<file path="src/rtl/bpc_pkg.sv">
// Shared constants, cell control types and modular arithmetic for the banded path counter.
package bpc_pkg;

	localparam int VALUE_W = 8;
	localparam int COUNT_W = 30;
	localparam int VALUE_LIMIT_DEF = 128;
	localparam logic [VALUE_W-1:0] MAX_VALUE_RESET = 8'd128;
	localparam logic [COUNT_W-1:0] PRIME = 30'd1000000007;

	typedef enum logic [1:0] {
		CELL_HOLD,
		CELL_START,
		CELL_STEP,
		CELL_SHIFT
	} cell_op_t;

	typedef struct packed {
		cell_op_t op;
		logic [VALUE_W-1:0] value;
	} cell_ctl_t;

	// Reduces a sum of three residues, which stays below three times the prime.
	function automatic logic [COUNT_W-1:0] mod_reduce3(input logic [31:0] s);
		logic [31:0] p1;
		logic [31:0] p2;
		logic [31:0] r;
		p1 = 32'(PRIME);
		p2 = 32'(PRIME) << 1;
		if (s >= p2) begin
			r = s - p2;
		end else if (s >= p1) begin
			r = s - p1;
		end else begin
			r = s;
		end
		return r[COUNT_W-1:0];
	endfunction

endpackage

</file>
<file path="src/rtl/bpc_cell.sv">
// One cell of the count chain: holds the count of prefixes ending in one value.
module bpc_cell import bpc_pkg::*; #(
	parameter int INDEX = 0,
	parameter int M_W = 8
) (
	input logic clk,
	input cell_ctl_t ctl,
	input logic [M_W-1:0] bound,
	input logic [COUNT_W-1:0] left,
	input logic [COUNT_W-1:0] right,
	output logic [COUNT_W-1:0] count
);

	localparam int CW = (M_W >= VALUE_W) ? M_W + 1 : VALUE_W + 1;
	localparam logic [CW-1:0] IDX = CW'(INDEX);
	localparam logic [CW-1:0] IDX1 = CW'(INDEX + 1);

	logic [COUNT_W-1:0] count_q;
	logic [COUNT_W-1:0] count_d;
	logic [COUNT_W-1:0] right_eff;
	logic [31:0] sum;
	logic in_range;
	logic right_ok;
	logic allowed;

	always_comb begin
		in_range = IDX < CW'(bound);
		right_ok = IDX1 < CW'(bound);
		// A fixed position keeps only the cell whose value it names.
		allowed = in_range && ((ctl.value == '0) || (CW'(ctl.value) == IDX1));
		right_eff = right_ok ? right : '0;
		sum = 32'(count_q) + 32'(left) + 32'(right_eff);
		unique case (ctl.op)
			CELL_HOLD: count_d = count_q;
			CELL_START: count_d = allowed ? COUNT_W'(1) : '0;
			CELL_STEP: count_d = allowed ? mod_reduce3(sum) : '0;
			CELL_SHIFT: count_d = right;
			default: count_d = count_q;
		endcase
	end

	always_ff @(posedge clk) begin
		count_q <= count_d;
	end

	assign count = count_q;

endmodule

</file>
<file path="config.mk">
export PLATFORM = sky130hd
export DESIGN_NAME = bpc_cell
export DESIGN_NICKNAME = d
export VERILOG_FILES = /design/src/rtl/bpc_pkg.sv /design/src/rtl/bpc_cell.sv
export SDC_FILE = /design/constraint.sdc
export NUM_CORES = 1
export LEC_CHECK = 0
export ABC_AREA = 1
export BUFFER_PORTS_ARGS = -buffer_cell sky130_fd_sc_hd__buf_2
export CAP_MARGIN = 20
export CORE_UTILIZATION = 40
export CTS_CLUSTER_DIAMETER = 100
export DETAILED_ROUTE_END_ITERATION = 8
export GPL_TIMING_DRIVEN = 0
export SLEW_MARGIN = 20
export SYNTH_ARGS = -nofsm -noshare
export SYNTH_HDL_FRONTEND = slang
export SYNTH_SLANG_ARGS = --single-unit
</file>
<file path="constraint.sdc">
create_clock -name clk -period 11.06 [get_ports clk]
set_input_delay 2.212 -clock clk [delete_from_list [all_inputs] [get_ports clk]]
set_output_delay 2.212 -clock clk [all_outputs]
set_load 0.1 [all_outputs]
</file>
# ---- Word level (Yosys, flattened, before mapping)
# Index checks and enable logic that the tools add are counted.
dict set report word_totals {
  register_bits 30
  output_inout_bits 30
  elab_cells 23
}
dict set report classes {
  add_sub_neg 4
  n_lt_le_gt_ge 4
  eq_ne 4
  mux 6
  n_reduce_logical 4
}
# operator n
set op_table {}
lappend op_table {{$mux 30} 4}
lappend op_table {{$pmux 30 s3} 1}
lappend op_table {{$sub 30x30->30 const B} 2}
lappend op_table {{$add 31x30->32} 1}
lappend op_table {{$ge 32x30->1 const B} 1}
lappend op_table {{$ge 32x31->1 const B} 1}
lappend op_table {{$add 30x30->31} 1}
lappend op_table {{$lt 1x8->1 const A} 2}
lappend op_table {{$eq 8x1->1 const B} 1}
lappend op_table {{$logic_not 8->1} 1}
lappend op_table {{$eq 2x2->1 const B} 2}
lappend op_table {{$eq 2x1->1 const B} 1}
lappend op_table {{$logic_not 2->1} 1}
lappend op_table {{$logic_and 1x1->1} 1}
lappend op_table {{$logic_or 1x1->1} 1}
lappend op_table {{$mux 1} 1}

# ---- Logic depth before layout (Yosys ltp)
# Gate-level depths: netlist (run 1).
dict set report logic_depth {
  word_depth 8
  ltp_mapped 31
}

# ---- Least setup slack after synthesis (run 1)
# No wires, ideal clock.
dict set report synth_path {
  kind {input port to flip-flop}
  startpoint {input port bound[1]}
  endpoint {register count_q[27] (netlist: count[27]) (data pin)}
  setup_time_ns 0.253
  t_arrival_ns 6.318
  required_time_ns 10.807
  setup_slack_ns 4.489
  path_stages 27
  path_buffers 2
  path_cell_list {or4_1 -> nor4_1 -> clkbuf_1 -> nor2_1 -> fa_1 -> ha_1 -> inv_1 -> fa_1 -> inv_1 -> nand3_1 -> nand2_1 -> nand2_1 -> nand3_1 -> nand2_1 -> nor2_1 -> nand3_1 -> nand3_1 -> nand2_1 -> nand2_1 -> inv_1 -> nand3_2 -> nand3_4 -> buf_12 -> nand3_2 -> nand3_1 -> nand3_1 -> nand2_1}
}
dict set report synth_between {
  elab_chain_cells 8
}
# item line_no
set synth_rtl {}
lappend synth_rtl {{start: declaration} bpc_cell.sv:8} ;# input logic [M_W-1:0] bound,
lappend synth_rtl {{$lt 1x8->1} bpc_cell.sv:28} ;# right_ok = IDX1 < CW'(bound);
lappend synth_rtl {{$mux 30} bpc_cell.sv:31} ;# right_eff = right_ok ? right : '0;
lappend synth_rtl {{$add 31x30->32} bpc_cell.sv:32} ;# sum = 32'(count_q) + 32'(left) + 32'(right_eff);
lappend synth_rtl {{$sub 30x30->30 or $ge 32x30->1 (tied branches)} {bpc_pkg.sv:32, bpc_pkg.sv:31}}
lappend synth_rtl {{$mux 30} bpc_pkg.sv:31} ;# end else if (s >= p1) begin
lappend synth_rtl {{$mux 30} bpc_pkg.sv:29} ;# if (s >= p2) begin
lappend synth_rtl {{$mux 30 (*)} bpc_cell.sv:36} ;# CELL_STEP: count_d = allowed ? mod_reduce3(sum) : '0;
lappend synth_rtl {{$pmux 30 s3 (*)} bpc_cell.sv:33} ;# unique case (ctl.op)
lappend synth_rtl {{net count_d[27]} bpc_cell.sv:19} ;# logic [COUNT_W-1:0] count_d;
lappend synth_rtl {{end signal: assignment} bpc_cell.sv:43} ;# count_q <= count_d;
lappend synth_rtl {{end: declaration} bpc_cell.sv:18} ;# logic [COUNT_W-1:0] count_q;
# The timed path passes the listed nets; every way through them passes the cells marked *.
# A chain may end at the register's enable or synchronous reset.

# ---- Worst setup path after layout (run 1)
dict set report layout_path {
  startpoint {input port bound[1]}
  endpoint {register count_q[25] (netlist: count[25]) (data pin)}
}
# The elaborated chain is that of the path after synthesis.

==> impl_metrics.ini, run 1 <==
[cts]
postCtsHoldBufs = 0
cts_inserted_buffers = 5
worstSkewPairLatency_ps = 290
clock-sinks = 30
post-cts-setup-buffer-count = 0
htree_levels = 2
cts_tree = yes
ctsResizeCount = 0
cts-root-buf = clkbuf_16
cts_max_path_buffers = 2
clk_pin_slew_ps = 60

[drt]
vias_per_cell = 5.00
wire_per_inst_microns = 15.0
drtIter0Drc = 648
first_pass_iters = 7
vias = 8410
drc = 0
wl_microns = 25200
final_antenna_net_count = 0

[sta]
drv_slew = 0
finClkSkew_ps = 8.00
hold_ws_ps = 1080
finalSetupViolations = 0
fin_ws_ps = 3280
hold_viol = 0
worst_pin_slew_ps = 811
grt_setup_unrepaired = false
fin_crit_sh = 0.704
tns_ps = 0
min_period_ps = 7780
slew-limit-headroom = 0.459
max_freq_mhz = 128

[synthesis]
yosysSeqAreaShare = 0.122
ys_ff_latch = 30
syn_area_sq_um = 7390
syn_inst = 1338
syn_avg_cell_area_sq_um = 5.53
synth_cell_types = 35
synth_fp_nets = 1480
ys_warn_count = 0

[hold_path]
hp-class = reg -> reg
hp-start = count[0]
worstHoldPathCells = 5
holdPathEnd = count[0]

[global_routing]
grt_pass1_wl_microns = 39100
first_global_vias = 7698
grt_max_degree = 31
grt_antenna_before_repair = 0
grt_use_total = 0.271
overflow = 0

[critical_path]
reg2reg_depth = 25
crit_path_max_fanout = 10
r2r_slack_ps = 6580
worstSetupPathType = in -> reg
crit_top_cell = nand2_1
regToRegEndpoint = count[25]
cp_slowest_cell = clkbuf_1
r2r-start = count[1]
end_kind = flop
max_stage_delay_ps = 670
worstPathArrival_ps = 7820
worstPathRequired_ps = 11100
critPathLaunchType = primary input

[placement]
post-place-ws_ps = 3040
gp_congestion = 0.947
portBuffers = 107
placed_cells = 1674
dp_hpwl_microns = 21600

[floorplanning]
dieArea_sq_um = 19000
rows = 49
coreArea_sq_um = 18000
fp.dieH_microns = 138
ioPinCount = 109
fp.dieW_microns = 138
initial_core_util = 0.410

[power]
peakVddDrop_mv = 0.0642
powerDensity_nw_per_um2 = 175
p_total_mw = 1.46
power_leakage_nw = 4.92

[finish]
finalNetCount = 1594
instances_no_fill = 1682
layout-drive-gt1-share = 0.140
diodes = 0
largest_reg_flops = 30
mostFrequentLayoutCell = nand2_1
syn_to_final_growth_pct = 13.0
most-common-layout-cells = nand2_1, inv_1, nor2_1, buf_2, nand3_1

[outcome]
status = completed

[flow_run]
maxCapViolCount = 0
cell type report:
class / instances / area (sq um)
inverter: 213 / 800
clock inverter: 2 / 8.76
clock buffer: 6 / 129
tap: 229 / 287
multi-input combinational: 1074 / 5550
timing repair buffer: 107 / 536
sequential: 30 / 901
buffer: 21 / 146
fill: 2062 / 9670
cell families after synthesis:
group,share of synthesized area
compound gates,0.0333
simple gates,0.550
flops,0.122
buf+inv,0.128
xor+xnor,0.0284
fa+ha+maj,0.138
worst max-delay path by stage:
| stage | start | end | slack (ps) |
|---|---|---|---|
| final | bound[1] | count[25] | 3280 |
| after global routing | bound[1] | count[21] | 2820 |
| after CTS | bound[1] | count[25] | 3330 |
| after detailed placement | bound[1] | count[25] | 3040 |
| after global placement | bound[1] | count[25] | 3100 |
| after floorplan | bound[1] | count[27] | 4490 |
stage by stage:
stage           util  cell area, sq um
6_report       0.463              8350
3_3_place_gp   0.456              8220
4_1_cts        0.463              8350
5_1_grt        0.463              8350
3_5_place_dp   0.456              8220
2_1_floorplan      -              7390
power breakdown:
| part | internal [mW] | switching [mW] | leakage, nW | total (mW) |
|---|---|---|---|---|
| Clock | 0.0825 | 0.0570 | 0.0683 | 0.139 |
| Combinational | 0.359 | 0.824 | 4.52 | 1.18 |
| Sequential | 0.134 | 0.00565 | 0.332 | 0.140 |
worst max-delay path: cells and delay by family:
family | cells | cell delay (ps)
simple gates | 22 | 3220
fa+ha+maj | 3 | 1140
buf+inv | 5 | 1220
synth_stat cells:
| cell type | instances | share of area |
|---|---|---|
| nand3_1 | 111 | 0.075 |
| inv_1 | 204 | 0.10 |
| clkbuf_1 | 6 | 0.0030 |
| fa_1 | 31 | 0.084 |
| a21oi_1 | 27 | 0.018 |
| a21boi_2 | 1 | 0.0015 |
| nand4_1 | 46 | 0.039 |
| buf_4 | 1 | 0.0010 |
| nand2_2 | 28 | 0.024 |
| o21ai_0 | 10 | 0.0068 |
| nor3_1 | 8 | 0.0054 |
| nor3_2 | 1 | 0.0014 |
| or2_2 | 1 | 0.00085 |
| inv_2 | 9 | 0.0046 |
| buf_2 | 8 | 0.0054 |
| nor4_1 | 2 | 0.0017 |
| nor2_4 | 2 | 0.0030 |
| nand3_4 | 1 | 0.0024 |
| nor2_1 | 138 | 0.070 |
| o211ai_1 | 1 | 0.0010 |
| o21ai_1 | 4 | 0.0027 |
| or4_1 | 2 | 0.0020 |
| a31oi_1 | 1 | 0.00085 |
| nand3_2 | 16 | 0.022 |
| nor2_2 | 16 | 0.014 |
| nand3b_1 | 2 | 0.0020 |
| ha_1 | 32 | 0.054 |
| a21o_1 | 1 | 0.0010 |
| and2_1 | 2 | 0.0017 |
| buf_12 | 1 | 0.0027 |
| xor2_1 | 24 | 0.028 |
| a21oi_2 | 1 | 0.0012 |
| buf_6 | 5 | 0.0076 |
| nand2_1 | 565 | 0.29 |
| edfxtp_1 | 30 | 0.12 |
per-layer routing:
layer,share of wire,track usage,vias up
li1,-,-,4382
met1,0.50,0.393,3753
met2,0.43,0.435,248
met3,0.055,0.0154,27
met4,0.020,0.0628,0
met5,0,0,-
(Power assumes the default switching activity.)
==> run 2: changes to the inputs <==
==> constraint.sdc (replaced) <==
create_clock -name clk -period 6.5 [get_ports clk]
set_input_delay 1.3 -clock clk [delete_from_list [all_inputs] [get_ports clk]]
set_output_delay 1.3 -clock clk [all_outputs]
set_load 0.1 [all_outputs]
==> impl_metrics.ini, run 2 (synthesis gave the netlist of run 1 again) <==
[finish]
mostFrequentLayoutCell = nand2_1
most-common-layout-cells = nand2_1, inv_1, nor2_1, buf_2, nand3_1
multiInputGateArea_sq_um = 5560
register_area_sq_um = 901
layout-drive-gt1-share = 0.144
diodes = 0
fin_area_sq_um = 8390
syn_to_final_growth_pct = 13.5
largest_reg_flops = 30
num-fill-cells = 2055
finalNetCount = 1595

[global_routing]
use_met3 = 0.0154
grtUsageMet1 = 0.393
grt_max_degree = 31
grt_use_total = 0.271
top_usage_layer = met2
grt_antenna_before_repair = 0
met2_usage = 0.435
first_global_vias = 7698
overflow = 0
grt_pass1_wl_microns = 39100

[cts]
postCtsHoldBufs = 0
cts_tree = yes
worstSkewPairLatency_ps = 290
htree_levels = 2
clk_pin_slew_ps = 60
cts_max_path_buffers = 2
cts-root-buf = clkbuf_16
cts_inserted_buffers = 5
clock-sinks = 30

[sta]
max_freq_mhz = 164
fin_ws_ps = 412
hold_viol = 0
min_period_ps = 6090
finClkSkew_ps = 7.74
slew-limit-headroom = 0.469
finalSetupViolations = 0
drv_slew = 0
worst_pin_slew_ps = 796
tns_ps = 0
fin_crit_sh = 0.937

[floorplanning]
coreArea_sq_um = 18000
fp.dieW_microns = 138
dieArea_sq_um = 19000
rows = 49
initial_core_util = 0.410
fp.dieH_microns = 138
ioPinCount = 109

[critical_path]
cp_slowest_cell = or4_1
crit_path_max_fanout = 10
end_kind = flop
worstPathRequired_ps = 6530
max_stage_delay_ps = 560
worstPathArrival_ps = 6120
critPathLaunchType = primary input
crit_top_cell = nand2_1
worstSetupPathType = in -> reg

[power]
intPower_mw = 0.981
p_comb_frac = 0.809
swShare = 0.607
pwr-share-seq = 0.095
power_frac_clock = 0.095
peakVddDrop_mv = 0.109
power_leakage_nw = 4.94
powerDensity_nw_per_um2 = 297
p_sw_mw = 1.51

[drt]
first_pass_iters = 6
drc = 0
wl_microns = 25300
vias_per_cell = 5.06
wire_per_inst_microns = 15.0
drtIter0Drc = 718
vias = 8508
final_antenna_net_count = 0

[placement]
portBuffers = 107
post-place-ws_ps = -608
gp_congestion = 0.947
dpl_cell_area_sq_um = 8220
dp_hpwl_microns = 21600

[flow_run]
maxCapViolCount = 0

[outcome]
status = completed

[hold_path]
hp-class = reg -> reg
-- run 2: cell count changes in the layout (fill, tap and decap cells not counted) --
cell	before	now
buf_2	115	114
nor2_2	16	17
nor2_1	138	137
nor4_1	2	1
buf_4	1	3
clkbuf_1	7	4
nor4_4	0	1
clkbuf_2	0	1
clkbuf_4	0	1
buf_6	5	6
-- run 2: worst paths after layout --
| kind | start | to | slack, ps | cells after the start |
|---|---|---|---|---|
| setup reg to reg | count[1] | count[6] | 2100 | 24 |
| hold / removal | count[0] | count[0] | 1080 | 5 |
| hold reg to reg | count[0] | count[0] | 1080 | 5 |
| setup / recovery | bound[1] | count[6] | 410 | 29 |
-- run 2: worst max-delay path: cells and delay by family --
| family | cells | cell delay (ps) |
|---|---|---|
| buffers and inverters | 6 | 820 |
| adder cells (fa/ha/maj) | 3 | 1100 |
| AND/OR/NAND/NOR | 20 | 2870 |
-- run 2: timing repair --
item,4_1_cts,5_1_grt
cloned,0,0
buffers inserted,0,1
setup endpoints to repair,30,30
resized for setup,3,11
hold endpoints to repair,0,0
-- run 2: cell type report --
class / count / area share
Multi-Input combinational cell: 1074 / 0.663
Sequential cell: 30 / 0.107
Inverter: 213 / 0.0953
Timing Repair Buffer: 108 / 0.0647
Tap cell: 229 / 0.0341
Buffer: 21 / 0.0192
Clock buffer: 6 / 0.0154
Clock inverter: 2 / 0.00104
-- run 2: metal layers --
metal,routed length [microns],share of wire,vias to the layer above
met5,0,0,-
met4,524,0.021,0
met3,1420,0.056,33
met2,10800,0.43,278
met1,12500,0.49,3816
li1,-,-,4381
-- run 2: through the flow --
stage           util  power (mW)  hold WS (ps)  cells
3_3_place_gp   0.456        2.22          1050   1674
6_report       0.466        2.49          1080   1683
5_1_grt        0.466        2.75          1150   1683
4_1_cts        0.464        2.47          1070   1682
2_1_floorplan      -        1.75          1490   1338
3_5_place_dp   0.456        2.22          1060   1674
-- run 2: power by group through the flow --
stage               sequential [mW]  clock (mW)  combinational, mW
CTS                           0.238       0.239               1.99
floorplan                     0.335           0               1.42
global placement              0.242           0               1.98
global route                  0.240       0.247               2.26
finish                        0.238       0.237               2.02
detailed placement            0.242           0               1.98
